$ cat src/hdl/pcsv_pkg.sv
// pcsv_pkg: shared types and constants for the png chunk stream validator
// depends on nothing; used by every file of the block
package pcsv_pkg;

  typedef struct packed {
    logic [7:0] in_byte;
    logic       in_last;
  } in_word_t;

  typedef struct packed {
    logic [1:0]  kind;
    logic [7:0]  value;
    logic [9:0]  offset;
    logic [3:0]  status;
    logic [31:0] width;
    logic [31:0] height;
    logic [2:0]  col_type;
    logic [2:0]  channels;
    logic [8:0]  palette_count;
    logic [31:0] data_total;
  } out_word_t;

  localparam logic [1:0] KIND_DAT = 2'd0;
  localparam logic [1:0] KIND_PAL = 2'd1;
  localparam logic [1:0] KIND_TRN = 2'd2;
  localparam logic [1:0] KIND_REP = 2'd3;

  localparam logic [3:0] ST_OK   = 4'd0;
  localparam logic [3:0] ST_SIG  = 4'd1;
  localparam logic [3:0] ST_TRUN = 4'd2;
  localparam logic [3:0] ST_CRC  = 4'd3;
  localparam logic [3:0] ST_HDR  = 4'd4;
  localparam logic [3:0] ST_PAL  = 4'd5;
  localparam logic [3:0] ST_TRN  = 4'd6;
  localparam logic [3:0] ST_DAT  = 4'd7;
  localparam logic [3:0] ST_END  = 4'd8;
  localparam logic [3:0] ST_MISS = 4'd9;

  localparam logic [2:0] PH_SIG  = 3'd0;
  localparam logic [2:0] PH_LEN  = 3'd1;
  localparam logic [2:0] PH_TYPE = 3'd2;
  localparam logic [2:0] PH_DATA = 3'd3;
  localparam logic [2:0] PH_CRC  = 3'd4;
  localparam logic [2:0] PH_DONE = 3'd5;

  localparam logic [31:0] T_IHDR = 32'h49484452;
  localparam logic [31:0] T_PLTE = 32'h504C5445;
  localparam logic [31:0] T_TRNS = 32'h74524E53;
  localparam logic [31:0] T_IDAT = 32'h49444154;
  localparam logic [31:0] T_IEND = 32'h49454E44;

  localparam logic [31:0] CRC_POLY = 32'hEDB88320;
  localparam logic [31:0] CRC_INIT = 32'hFFFFFFFF;

  // one parsed word handed from the front to the back
  typedef struct packed {
    logic        last;
    logic        fwd;
    logic [1:0]  kind;
    logic [7:0]  value;
    logic [9:0]  offset;
    logic [3:0]  status;
    logic [31:0] width;
    logic [31:0] height;
    logic [2:0]  col_type;
    logic [2:0]  channels;
    logic [8:0]  palette_count;
    logic [31:0] data_total;
  } job_t;

  function automatic logic [7:0] sig_byte(input logic [2:0] idx);
    logic [7:0] r;
    case (idx)
      3'd0: r = 8'h89;
      3'd1: r = 8'h50;
      3'd2: r = 8'h4E;
      3'd3: r = 8'h47;
      3'd4: r = 8'h0D;
      3'd5: r = 8'h0A;
      3'd6: r = 8'h1A;
      default: r = 8'h0A;
    endcase
    return r;
  endfunction

  function automatic logic [31:0] crc_byte(input logic [31:0] c, input logic [7:0] b);
    logic [31:0] x;
    x = c ^ {24'd0, b};
    for (int i = 0; i < 8; i++) begin
      x = (x >> 1) ^ (x[0] ? CRC_POLY : 32'd0);
    end
    return x;
  endfunction

endpackage

$ cat src/hdl/pcsv_front.sv
// pcsv_front: byte parser, crc and chunk rule checks; emits a job for each forwarded byte and for the last word
// depends on pcsv_pkg
module pcsv_front #(
  parameter int PALETTE_BYTES = 768
) (
  input  logic              clk,
  input  logic              rst_n,
  input  logic              in_valid,
  output logic              in_ready,
  input  pcsv_pkg::in_word_t in_data,
  output logic              job_valid,
  output pcsv_pkg::job_t    job,
  input  logic              job_room
);

  logic [2:0]  phase_r, phase_nxt;
  logic [31:0] cnt_r, cnt_nxt, len_r, len_nxt, type_r, type_nxt;
  logic [31:0] crc_r, crc_nxt, crcv_r, crcv_nxt;
  logic [31:0] pw_r, pw_nxt, ph_r, ph_nxt;
  logic [7:0]  pc_r, pc_nxt;
  logic        pbad_r, pbad_nxt;
  logic [31:0] iw_r, iw_nxt, ih_r, ih_nxt, db_r, db_nxt;
  logic [2:0]  ic_r, ic_nxt, ich_r, ich_nxt, seen_r, seen_nxt;
  logic [8:0]  pe_r, pe_nxt;
  logic [3:0]  err_r, err_nxt;

  logic        acc;
  logic [7:0]  b;
  logic [31:0] crcv_full;
  logic [32:0] db_sum;
  logic [2:0]  ch;
  logic        bad, hdr;
  logic [3:0]  st;
  // length / 3 for palette lengths; exact below 2^16
  logic [31:0] div3;

  assign in_ready = job_room;
  assign acc = in_valid && in_ready;
  assign b = in_data.in_byte;
  assign crcv_full = {crcv_r[23:0], b};
  assign db_sum = {1'b0, db_r} + {1'b0, len_r};
  assign hdr = seen_r[0];
  assign div3 = ({16'd0, len_r[15:0]} * 32'd43691) >> 17;

  always_comb begin
    phase_nxt = phase_r; cnt_nxt = cnt_r; len_nxt = len_r; type_nxt = type_r;
    crc_nxt = crc_r; crcv_nxt = crcv_r; pw_nxt = pw_r; ph_nxt = ph_r; pc_nxt = pc_r;
    pbad_nxt = pbad_r; iw_nxt = iw_r; ih_nxt = ih_r; ic_nxt = ic_r; ich_nxt = ich_r;
    pe_nxt = pe_r; db_nxt = db_r; seen_nxt = seen_r; err_nxt = err_r;
    job = '0;
    ch = 3'd0;
    bad = 1'b0;
    st = pcsv_pkg::ST_OK;
    if (err_r == pcsv_pkg::ST_OK) begin
      case (phase_r)
        pcsv_pkg::PH_SIG: begin
          if (b != pcsv_pkg::sig_byte(cnt_r[2:0])) begin
            err_nxt = pcsv_pkg::ST_SIG;
          end else if (cnt_r[2:0] == 3'd7) begin
            phase_nxt = pcsv_pkg::PH_LEN; cnt_nxt = '0; len_nxt = '0;
          end else begin
            cnt_nxt = cnt_r + 32'd1;
          end
        end
        pcsv_pkg::PH_LEN: begin
          len_nxt = {len_r[23:0], b};
          cnt_nxt = cnt_r + 32'd1;
          if (cnt_r[1:0] == 2'd3) begin
            phase_nxt = pcsv_pkg::PH_TYPE; cnt_nxt = '0;
            crc_nxt = pcsv_pkg::CRC_INIT; type_nxt = '0;
          end
        end
        pcsv_pkg::PH_TYPE: begin
          type_nxt = {type_r[23:0], b};
          crc_nxt = pcsv_pkg::crc_byte(crc_r, b);
          cnt_nxt = cnt_r + 32'd1;
          if (cnt_r[1:0] == 2'd3) begin
            cnt_nxt = '0; crcv_nxt = '0; pw_nxt = '0; ph_nxt = '0; pc_nxt = '0;
            pbad_nxt = 1'b0;
            phase_nxt = (len_r == 32'd0) ? pcsv_pkg::PH_CRC : pcsv_pkg::PH_DATA;
          end
        end
        pcsv_pkg::PH_DATA: begin
          crc_nxt = pcsv_pkg::crc_byte(crc_r, b);
          if (type_r == pcsv_pkg::T_IHDR) begin
            if (cnt_r < 32'd4) pw_nxt = {pw_r[23:0], b};
            else if (cnt_r < 32'd8) ph_nxt = {ph_r[23:0], b};
            else if (cnt_r == 32'd8) begin
              if (b != 8'd8) pbad_nxt = 1'b1;
            end else if (cnt_r == 32'd9) pc_nxt = b;
            else if (cnt_r < 32'd13) begin
              if (b != 8'd0) pbad_nxt = 1'b1;
            end
          end else if (type_r == pcsv_pkg::T_IDAT) begin
            job.fwd = 1'b1; job.kind = pcsv_pkg::KIND_DAT;
          end else if (type_r == pcsv_pkg::T_PLTE) begin
            if (cnt_r < 32'(PALETTE_BYTES)) begin
              job.fwd = 1'b1; job.kind = pcsv_pkg::KIND_PAL; job.offset = cnt_r[9:0];
            end
          end else if (type_r == pcsv_pkg::T_TRNS) begin
            if (cnt_r < 32'd256) begin
              job.fwd = 1'b1; job.kind = pcsv_pkg::KIND_TRN; job.offset = cnt_r[9:0];
            end
          end
          job.value = b;
          cnt_nxt = cnt_r + 32'd1;
          if (cnt_nxt == len_r) begin
            phase_nxt = pcsv_pkg::PH_CRC; cnt_nxt = '0;
          end
        end
        pcsv_pkg::PH_CRC: begin
          crcv_nxt = crcv_full;
          cnt_nxt = cnt_r + 32'd1;
          if (cnt_r[1:0] == 2'd3) begin
            phase_nxt = pcsv_pkg::PH_LEN; cnt_nxt = '0; len_nxt = '0;
            if (crcv_full != ~crc_r) begin
              err_nxt = pcsv_pkg::ST_CRC; phase_nxt = phase_r; cnt_nxt = cnt_r + 32'd1;
              len_nxt = len_r;
            end else if (type_r == pcsv_pkg::T_IHDR) begin
              bad = hdr || len_r != 32'd13 || pbad_r || pw_r == 32'd0 || ph_r == 32'd0;
              case (pc_r)
                8'd0: ch = 3'd1;
                8'd2: ch = 3'd3;
                8'd3: ch = 3'd1;
                8'd4: ch = 3'd2;
                8'd6: ch = 3'd4;
                default: bad = 1'b1;
              endcase
              if (bad) begin
                err_nxt = pcsv_pkg::ST_HDR; phase_nxt = phase_r; len_nxt = len_r;
              end else begin
                iw_nxt = pw_r; ih_nxt = ph_r; ic_nxt = pc_r[2:0]; ich_nxt = ch;
                seen_nxt[0] = 1'b1;
              end
            end else if (type_r == pcsv_pkg::T_PLTE) begin
              if (!hdr || ic_r != 3'd3 || len_r == 32'd0 || len_r > 32'(PALETTE_BYTES)
                  || (div3 * 32'd3) != len_r) begin
                err_nxt = pcsv_pkg::ST_PAL; phase_nxt = phase_r; len_nxt = len_r;
              end else begin
                pe_nxt = div3[8:0];
              end
            end else if (type_r == pcsv_pkg::T_TRNS) begin
              if (!(hdr && ((ic_r == 3'd3 && len_r <= 32'd256) ||
                            (ic_r == 3'd0 && len_r == 32'd2) ||
                            (ic_r == 3'd2 && len_r == 32'd6)))) begin
                err_nxt = pcsv_pkg::ST_TRN; phase_nxt = phase_r; len_nxt = len_r;
              end
            end else if (type_r == pcsv_pkg::T_IDAT) begin
              if (!hdr || len_r == 32'd0 || db_sum[32]) begin
                err_nxt = pcsv_pkg::ST_DAT; phase_nxt = phase_r; len_nxt = len_r;
              end else begin
                db_nxt = db_sum[31:0]; seen_nxt[1] = 1'b1;
              end
            end else if (type_r == pcsv_pkg::T_IEND) begin
              if (len_r != 32'd0 || !hdr || !seen_r[1]) begin
                err_nxt = pcsv_pkg::ST_END; phase_nxt = phase_r; len_nxt = len_r;
              end else begin
                seen_nxt[2] = 1'b1; phase_nxt = pcsv_pkg::PH_DONE; len_nxt = len_r;
              end
            end
          end
        end
        default: ;
      endcase
    end

    // final report reads the updated state
    if (err_nxt != pcsv_pkg::ST_OK) st = err_nxt;
    else if (phase_nxt == pcsv_pkg::PH_DONE)
      st = (ic_nxt == 3'd3 && pe_nxt == 9'd0) ? pcsv_pkg::ST_MISS : pcsv_pkg::ST_OK;
    else if (phase_nxt == pcsv_pkg::PH_SIG) st = pcsv_pkg::ST_SIG;
    else if (phase_nxt == pcsv_pkg::PH_LEN && cnt_nxt == 32'd0) st = pcsv_pkg::ST_MISS;
    else st = pcsv_pkg::ST_TRUN;
    job.last = in_data.in_last;
    if (in_data.in_last) begin
      job.fwd = 1'b0; job.kind = pcsv_pkg::KIND_REP; job.value = '0; job.offset = '0;
      job.status = st; job.width = iw_nxt; job.height = ih_nxt; job.col_type = ic_nxt;
      job.channels = ich_nxt; job.palette_count = pe_nxt; job.data_total = db_nxt;
    end
  end

  assign job_valid = acc && (in_data.in_last || job.fwd);

  always_ff @(posedge clk) begin
    if (!rst_n || (acc && in_data.in_last)) begin
      phase_r <= pcsv_pkg::PH_SIG; cnt_r <= '0; len_r <= '0; type_r <= '0;
      crc_r <= pcsv_pkg::CRC_INIT; crcv_r <= '0; pw_r <= '0; ph_r <= '0; pc_r <= '0;
      pbad_r <= 1'b0; iw_r <= '0; ih_r <= '0; ic_r <= '0; ich_r <= '0; pe_r <= '0;
      db_r <= '0; seen_r <= '0; err_r <= pcsv_pkg::ST_OK;
    end else if (acc) begin
      phase_r <= phase_nxt; cnt_r <= cnt_nxt; len_r <= len_nxt; type_r <= type_nxt;
      crc_r <= crc_nxt; crcv_r <= crcv_nxt; pw_r <= pw_nxt; ph_r <= ph_nxt; pc_r <= pc_nxt;
      pbad_r <= pbad_nxt; iw_r <= iw_nxt; ih_r <= ih_nxt; ic_r <= ic_nxt; ich_r <= ich_nxt;
      pe_r <= pe_nxt; db_r <= db_nxt; seen_r <= seen_nxt; err_r <= err_nxt;
    end
  end

endmodule

$ cat src/hdl/pcsv_queue.sv
// pcsv_queue: small job fifo between front and back
// depends on pcsv_pkg
module pcsv_queue (
  input  logic           clk,
  input  logic           rst_n,
  input  logic           wr_valid,
  input  pcsv_pkg::job_t wr_job,
  output logic           room,
  output logic           rd_valid,
  output pcsv_pkg::job_t rd_job,
  input  logic           rd_ready
);

  pcsv_pkg::job_t mem_r [4];
  logic [1:0] wp_r, rp_r;
  logic [2:0] cnt_r;
  logic wr, rd;

  assign room = (cnt_r < 3'd4);
  assign rd_valid = (cnt_r != 3'd0);
  assign rd_job = mem_r[rp_r];
  assign wr = wr_valid && room;
  assign rd = rd_valid && rd_ready;

  always_ff @(posedge clk) begin
    if (!rst_n) begin
      wp_r <= '0; rp_r <= '0; cnt_r <= '0;
    end else begin
      if (wr) wp_r <= wp_r + 2'd1;
      if (rd) rp_r <= rp_r + 2'd1;
      cnt_r <= cnt_r + {2'd0, wr} - {2'd0, rd};
    end
  end

  always_ff @(posedge clk) begin
    if (wr) mem_r[wp_r] <= wr_job;
  end

endmodule

$ cat src/hdl/pcsv_back.sv
// pcsv_back: output register stage, turns jobs into result words
// depends on pcsv_pkg
module pcsv_back (
  input  logic               clk,
  input  logic               rst_n,
  input  logic               job_valid,
  input  pcsv_pkg::job_t     job,
  output logic               job_ready,
  output logic               out_valid,
  output pcsv_pkg::out_word_t out_data,
  input  logic               out_ready
);

  logic valid_r;
  pcsv_pkg::out_word_t data_r;

  assign job_ready = !valid_r || out_ready;
  assign out_valid = valid_r;
  assign out_data = data_r;

  always_ff @(posedge clk) begin
    if (!rst_n) valid_r <= 1'b0;
    else if (job_ready) valid_r <= job_valid;
  end

  always_ff @(posedge clk) begin
    if (job_ready && job_valid) begin
      data_r <= '{kind: job.kind, value: job.value, offset: job.offset, status: job.status,
                  width: job.width, height: job.height, col_type: job.col_type,
                  channels: job.channels, palette_count: job.palette_count,
                  data_total: job.data_total};
    end
  end

endmodule

$ cat src/hdl/png_chunk_stream_validator_unit.sv
// png_chunk_stream_validator_unit: top level of the png chunk stream validator
// depends on pcsv_pkg, pcsv_front, pcsv_queue, pcsv_back
//
// Takes a png file one byte per word and returns one word a cycle at best:
// every accepted byte is taken by the parser front, whose crc update
// and chunk checks are a single step; forwarded image, palette and
// transparency bytes and the final report pass a four-entry queue and an
// output register, and in_ready drops only when the queue is full. The
// report comes on the word marked last and the parser then returns to its
// reset state for the next file.
module png_chunk_stream_validator_unit #(
  parameter int PALETTE_BYTES = 768
) (
  input  logic                clk,
  input  logic                rst_n,
  input  logic                in_valid,
  output logic                in_ready,
  input  pcsv_pkg::in_word_t  in_data,
  output logic                out_valid,
  input  logic                out_ready,
  output pcsv_pkg::out_word_t out_data
);

  // front to queue
  logic           f_valid, q_room;
  pcsv_pkg::job_t f_job;
  // queue to back
  logic           q_valid, b_ready;
  pcsv_pkg::job_t q_job;

  pcsv_front #(.PALETTE_BYTES(PALETTE_BYTES)) u_front (
    .clk(clk), .rst_n(rst_n), .in_valid(in_valid), .in_ready(in_ready),
    .in_data(in_data), .job_valid(f_valid), .job(f_job), .job_room(q_room)
  );

  pcsv_queue u_queue (
    .clk(clk), .rst_n(rst_n), .wr_valid(f_valid), .wr_job(f_job), .room(q_room),
    .rd_valid(q_valid), .rd_job(q_job), .rd_ready(b_ready)
  );

  pcsv_back u_back (
    .clk(clk), .rst_n(rst_n), .job_valid(q_valid), .job(q_job), .job_ready(b_ready),
    .out_valid(out_valid), .out_data(out_data), .out_ready(out_ready)
  );

endmodule

$ cat config.mk
export PLATFORM = sky130hd
export DESIGN_NAME = png_chunk_stream_validator_unit
export DESIGN_NICKNAME = d
export VERILOG_FILES = /design/src/hdl/pcsv_pkg.sv /design/src/hdl/pcsv_front.sv /design/src/hdl/pcsv_queue.sv /design/src/hdl/pcsv_back.sv /design/src/hdl/png_chunk_stream_validator_unit.sv
export SDC_FILE = /design/constraint.sdc
export NUM_CORES = 2
export LEC_CHECK = 0
export BUFFER_PORTS_ARGS = -buffer_cell sky130_fd_sc_hd__buf_2
export CAP_MARGIN = 0
export CORE_ASPECT_RATIO = 0.5
export CORE_MARGIN = 4
export CORE_UTILIZATION = 31
export CTS_CLUSTER_SIZE = 25
export DETAILED_ROUTE_END_ITERATION = 16
export PLACE_DENSITY = 0.42
export SLEW_MARGIN = 5
export SYNTH_ARGS = -nofsm -noshare
export SYNTH_HDL_FRONTEND = slang
export SYNTH_SLANG_ARGS = --single-unit
$ cat constraint.sdc
create_clock -name clk -period 15.2 [get_ports clk]
set_clock_uncertainty 0.1 [all_clocks]
set_input_delay 3.04 -clock clk [delete_from_list [all_inputs] [get_ports clk]]
set_output_delay 3.04 -clock clk [all_outputs]
set_load 0.1 [all_outputs]
==> metrics.yaml <==
status:
  status: "complete, no violations"
timing:
  fin_crit_sh_pct: 69.3
  setup_slack_ns: 4.67
  maxSlewHeadroom_pct: 18.9
  max_freq_mhz: 95.0
  fin_setup_tns_ns: 0
  rsz0062_at_grt: "no"
  hold_slack_ns: 0.348
  min_period_ns: 10.53
  finalHoldViolCount: 0
  worst_pin_slew_ns: 1.22
  setup_viol: 0
  drv_slew: 0
worst_setup_path:
  startpoint_type: "flip-flop"
  timing.rr.start: "u_front.len_r[9]"
  crit_arrival_ns: 10.82
  end_kind: "flip-flop"
  worst-setup-path-type: "flip-flop to flip-flop"
  reg2regPathDepth: 36
  r2r_setup_slack_ns: 4.67
  critPathRequiredTime_ns: 15.49
  r2r-end: "u_queue.mem_r[0][111]"
  cp_common_cell: "a21oi_1"
  critPathMaxFanout: 15
  cp-startpoint: "u_front.len_r[9]"
  crit_slowest_cell: "dfxtp_1"
  critPathMaxStageDelay_ns: 0.86
  critPathCapture: "u_queue.mem_r[0][111]"
die:
  num_io_pins: 150
  die_x_um: 576
  die_h_um: 292
  dieArea_um2: 168000
  core_area_um2: 159000
  start_util_pct: 31.4
  num_rows: 103
detailed_routing:
  num_vias: 34500
  drc_errors: 0
  drt_iter0_drc: 2885
  via_per_inst: 5.16
  drt-total-wl_mm: 152
  drt_pass1_iterations: 5
  postRouteAntennaNets: 0
  wl_per_cell_um: 22.7
placement:
  dpl_worst_slack_ns: 4.70
  port_buffers: 149
  dp.cells: 6495
  placed_area_um2: 53000
  dp_hpwl_mm: 103
  place.gp.congestion: 0.881
yosys:
  synth_area_um2: 50000
  synthXorXnorAreaFrac_pct: 3.96
  synthSimpleGateAreaFrac_pct: 13.2
  synth.distinct_cells: 96
  synth_nets: 4673
  synth_compound_area_share_pct: 9.87
  ys_top_cells_by_area: "edfxtp_1, dfxtp_1, mux4_2, nand2_1, ha_1"
  seq_area_frac_synth_pct: 54.7
  synth_top_cell_area_share_pct: 40.5
  synthAdderAreaFrac_pct: 7.96
  async_reset_ff_share_pct: 0
  ys.warnings.count: 0
  synth-edff-count: 675
  synth_top_cell_by_area: "edfxtp_1"
  syn_avg_cell_area_um2: 11.4
  ys_ff_latch: 1028
  synthMuxAreaShare_pct: 6.59
  synth_top_flop_cell: "edfxtp_1"
  synth_top_family_by_area: "simple AND/OR/NAND/NOR gates"
  synthCells: 4390
clock_tree:
  clk_latency_ns: 0.73
  postCtsSetupRepairBufs: 0
  cts_max_path_buffers: 3
  clkSinkCount: 1028
  cts_max_level: 3
  cts-hold-fix-buffers: 0
  cts_root_buf: "clkbuf_16"
  cts-buffers-inserted: 103
  cts_tree: "built"
  clk_pin_slew_worst_paths_ns: 0.06
  cts_resized: 0
global_route:
  grt.overflow.total: 0
  track_usage_pct: 17.7
  first_global_vias: 34100
  antenna_found_initial: 2
  grt_pass1_wl_mm: 228
  grt_max_degree: 139
pwr:
  internal_power_uw: 5190
  netSwitchingFraction_pct: 39.1
  p_leak_uw: 0.0194
  irDropWorstVdd_mv: 0.193
  power_density_nw_per_um2: 151
  power_switching_uw: 3330
  power_frac_clock_pct: 29.3
  p_seq_share_pct: 40.6
  power_frac_comb_pct: 30.0
hold_path:
  hold_class: "flip-flop to flip-flop"
cells_and_area:
  postLayoutCellArea_um2: 56300
  nFillCells: 15800
  drive_gt1_share_pct: 12.5
  final_cell_count_no_fill: 6692
  area_delta_synth_final_pct: 12.6
  nNetsFinal: 4731
job:
  cap_violations: 0
[sequential cells by signal (all words and copies together), names as in the netlist, 8 cells and up]
register,flops
u_front.pc_r,8
u_front.crcv_r,24
u_front.ih_r,32
u_front.db_r,32
u_front.iw_r,32
u_front.pw_r,32
u_front.ph_r,32
u_queue.mem_r,540
u_front.crc_r,32
u_front.pe_r,9
u_back.out_data,135
u_front.cnt_r,32
u_front.type_r,32
u_front.len_r,32
[layout make-up]
class / count / area, µm² / share of cell area [%]
multi-input combinational: 2889 / 20900 / 37.1
clock inverter: 53 / 478 / 0.849
clock buffer: 143 / 2800 / 4.98
tap: 2152 / 2690 / 4.78
timing repair buffer: 224 / 1320 / 2.35
antenna: 1 / 2.50 / 0.00445
sequential: 1028 / 27300 / 48.6
inverter: 202 / 761 / 1.35
[routing by layer]
metal / GRT usage, % / vias up / share of wire (%)
met5: 0 / - / 0
met4: 3.56 / 0 / 1.8
met3: 2.56 / 162 / 4.5
met2: 27.3 / 819 / 45
met1: 26.5 / 17500 / 49
li1: - / 16000 / -
[layout by cell type, fill, tap and decap left out, types with 21 or more instances in the layout]
master,n
o22ai_1,37
buf_2,149
fa_1,80
mux2i_1,22
a31oi_1,23
a21o_1,34
nand2_1,649
and2_1,32
inv_1,201
dfxtp_1,351
mux4_2,135
a22oi_1,75
a21oi_1,410
buf_4,74
o21ai_0,86
xnor2_1,159
nor2_1,257
nand3_1,139
a211oi_1,21
nor3_1,65
nand4_1,37
clkbuf_16,103
ha_1,190
xor2_1,62
clkbuf_1,30
nor4_1,60
edfxtp_1,675
[cell usage after synthesis (11+ instances only)]
cell type and count:
clkbuf_1 208, a21oi_1 411, nand3_1 139, fa_1 80
o21a_1 14, buf_1 24, edfxtp_1 675, nor2b_1 15
ha_1 190, nor2_1 260, a211oi_1 21, xnor2_1 159
nand2b_1 19, dfxtp_1 353, and3_1 19, and2_1 36
or4_1 14, mux4_2 135, a22oi_1 75, nor3_1 67
and4_1 11, o211ai_1 15, nand4_1 37, inv_1 201
xor2_1 62, o22ai_1 37, a21o_1 34, nor4_1 61
buf_2 26, or3_1 19, mux2i_1 22, nand2_1 652
a31oi_1 23, o21ai_0 86, o31ai_1 13
[cell families (layout without fill, tap and decap cells)]
| family | count (synthesis) | after routing |
|---|---|---|
| and+or+nand+nor | 1418 | 1418 |
| DFF | 1028 | 1028 |
| AOI/OAI and AO/OA | 818 | 818 |
| buffers and inverters | 473 | 622 |
| adders and majority gates | 270 | 270 |
| xor gates and xnor gates | 223 | 223 |
| muxes | 160 | 160 |
| other | 0 | 1 |
[worst min-delay path by stage]
stage | cells after the start | slack (ns) | end | from
6_report | 2 | 0.35 | u_front.ih_r[26] | u_front.ih_r[26]
2_1_floorplan | 2 | 0.33 | u_front.ich_r[1] | u_front.ich_r[1]
3_5_place_dp | 2 | 0.34 | u_front.ih_r[28] | u_front.ih_r[28]
4_1_cts | 2 | 0.35 | u_front.iw_r[4] | u_front.iw_r[4]
3_3_place_gp | 2 | 0.34 | u_front.iw_r[23] | u_front.iw_r[23]
5_1_grt | 2 | 0.37 | u_front.iw_r[0] | u_front.iw_r[0]
[metrics by stage]
stage / utilization [%] / total power (µW)
finish: 35.4 / 8520
global route: 35.4 / 8850
CTS: 35.4 / 8660
detailed placement: 33.3 / 6130
global placement: 33.3 / 6130
floorplan: - / 5630
[power groups by stage]
stage                     Sequential (µW)  Clock, µW  Combinational, µW
after floorplan                      4930          0                701
after CTS                            3470       2580               2600
after global routing                 3490       2700               2660
after global placement               3530          0               2600
after detailed placement             3530          0               2600
final                                3460       2500               2560
[worst max-delay path: cells and delay by family, from the launching register on]
kind | cells | cell delay, ns
compound gates | 17 | 2.93
simple gates | 4 | 1.30
fa+ha+maj | 8 | 3.50
buf+inv | 5 | 0.43
flops | 1 | 0.86
xor+xnor | 1 | 0.67
mux | 1 | 0.43
Power figures use the tool's default switching activity.
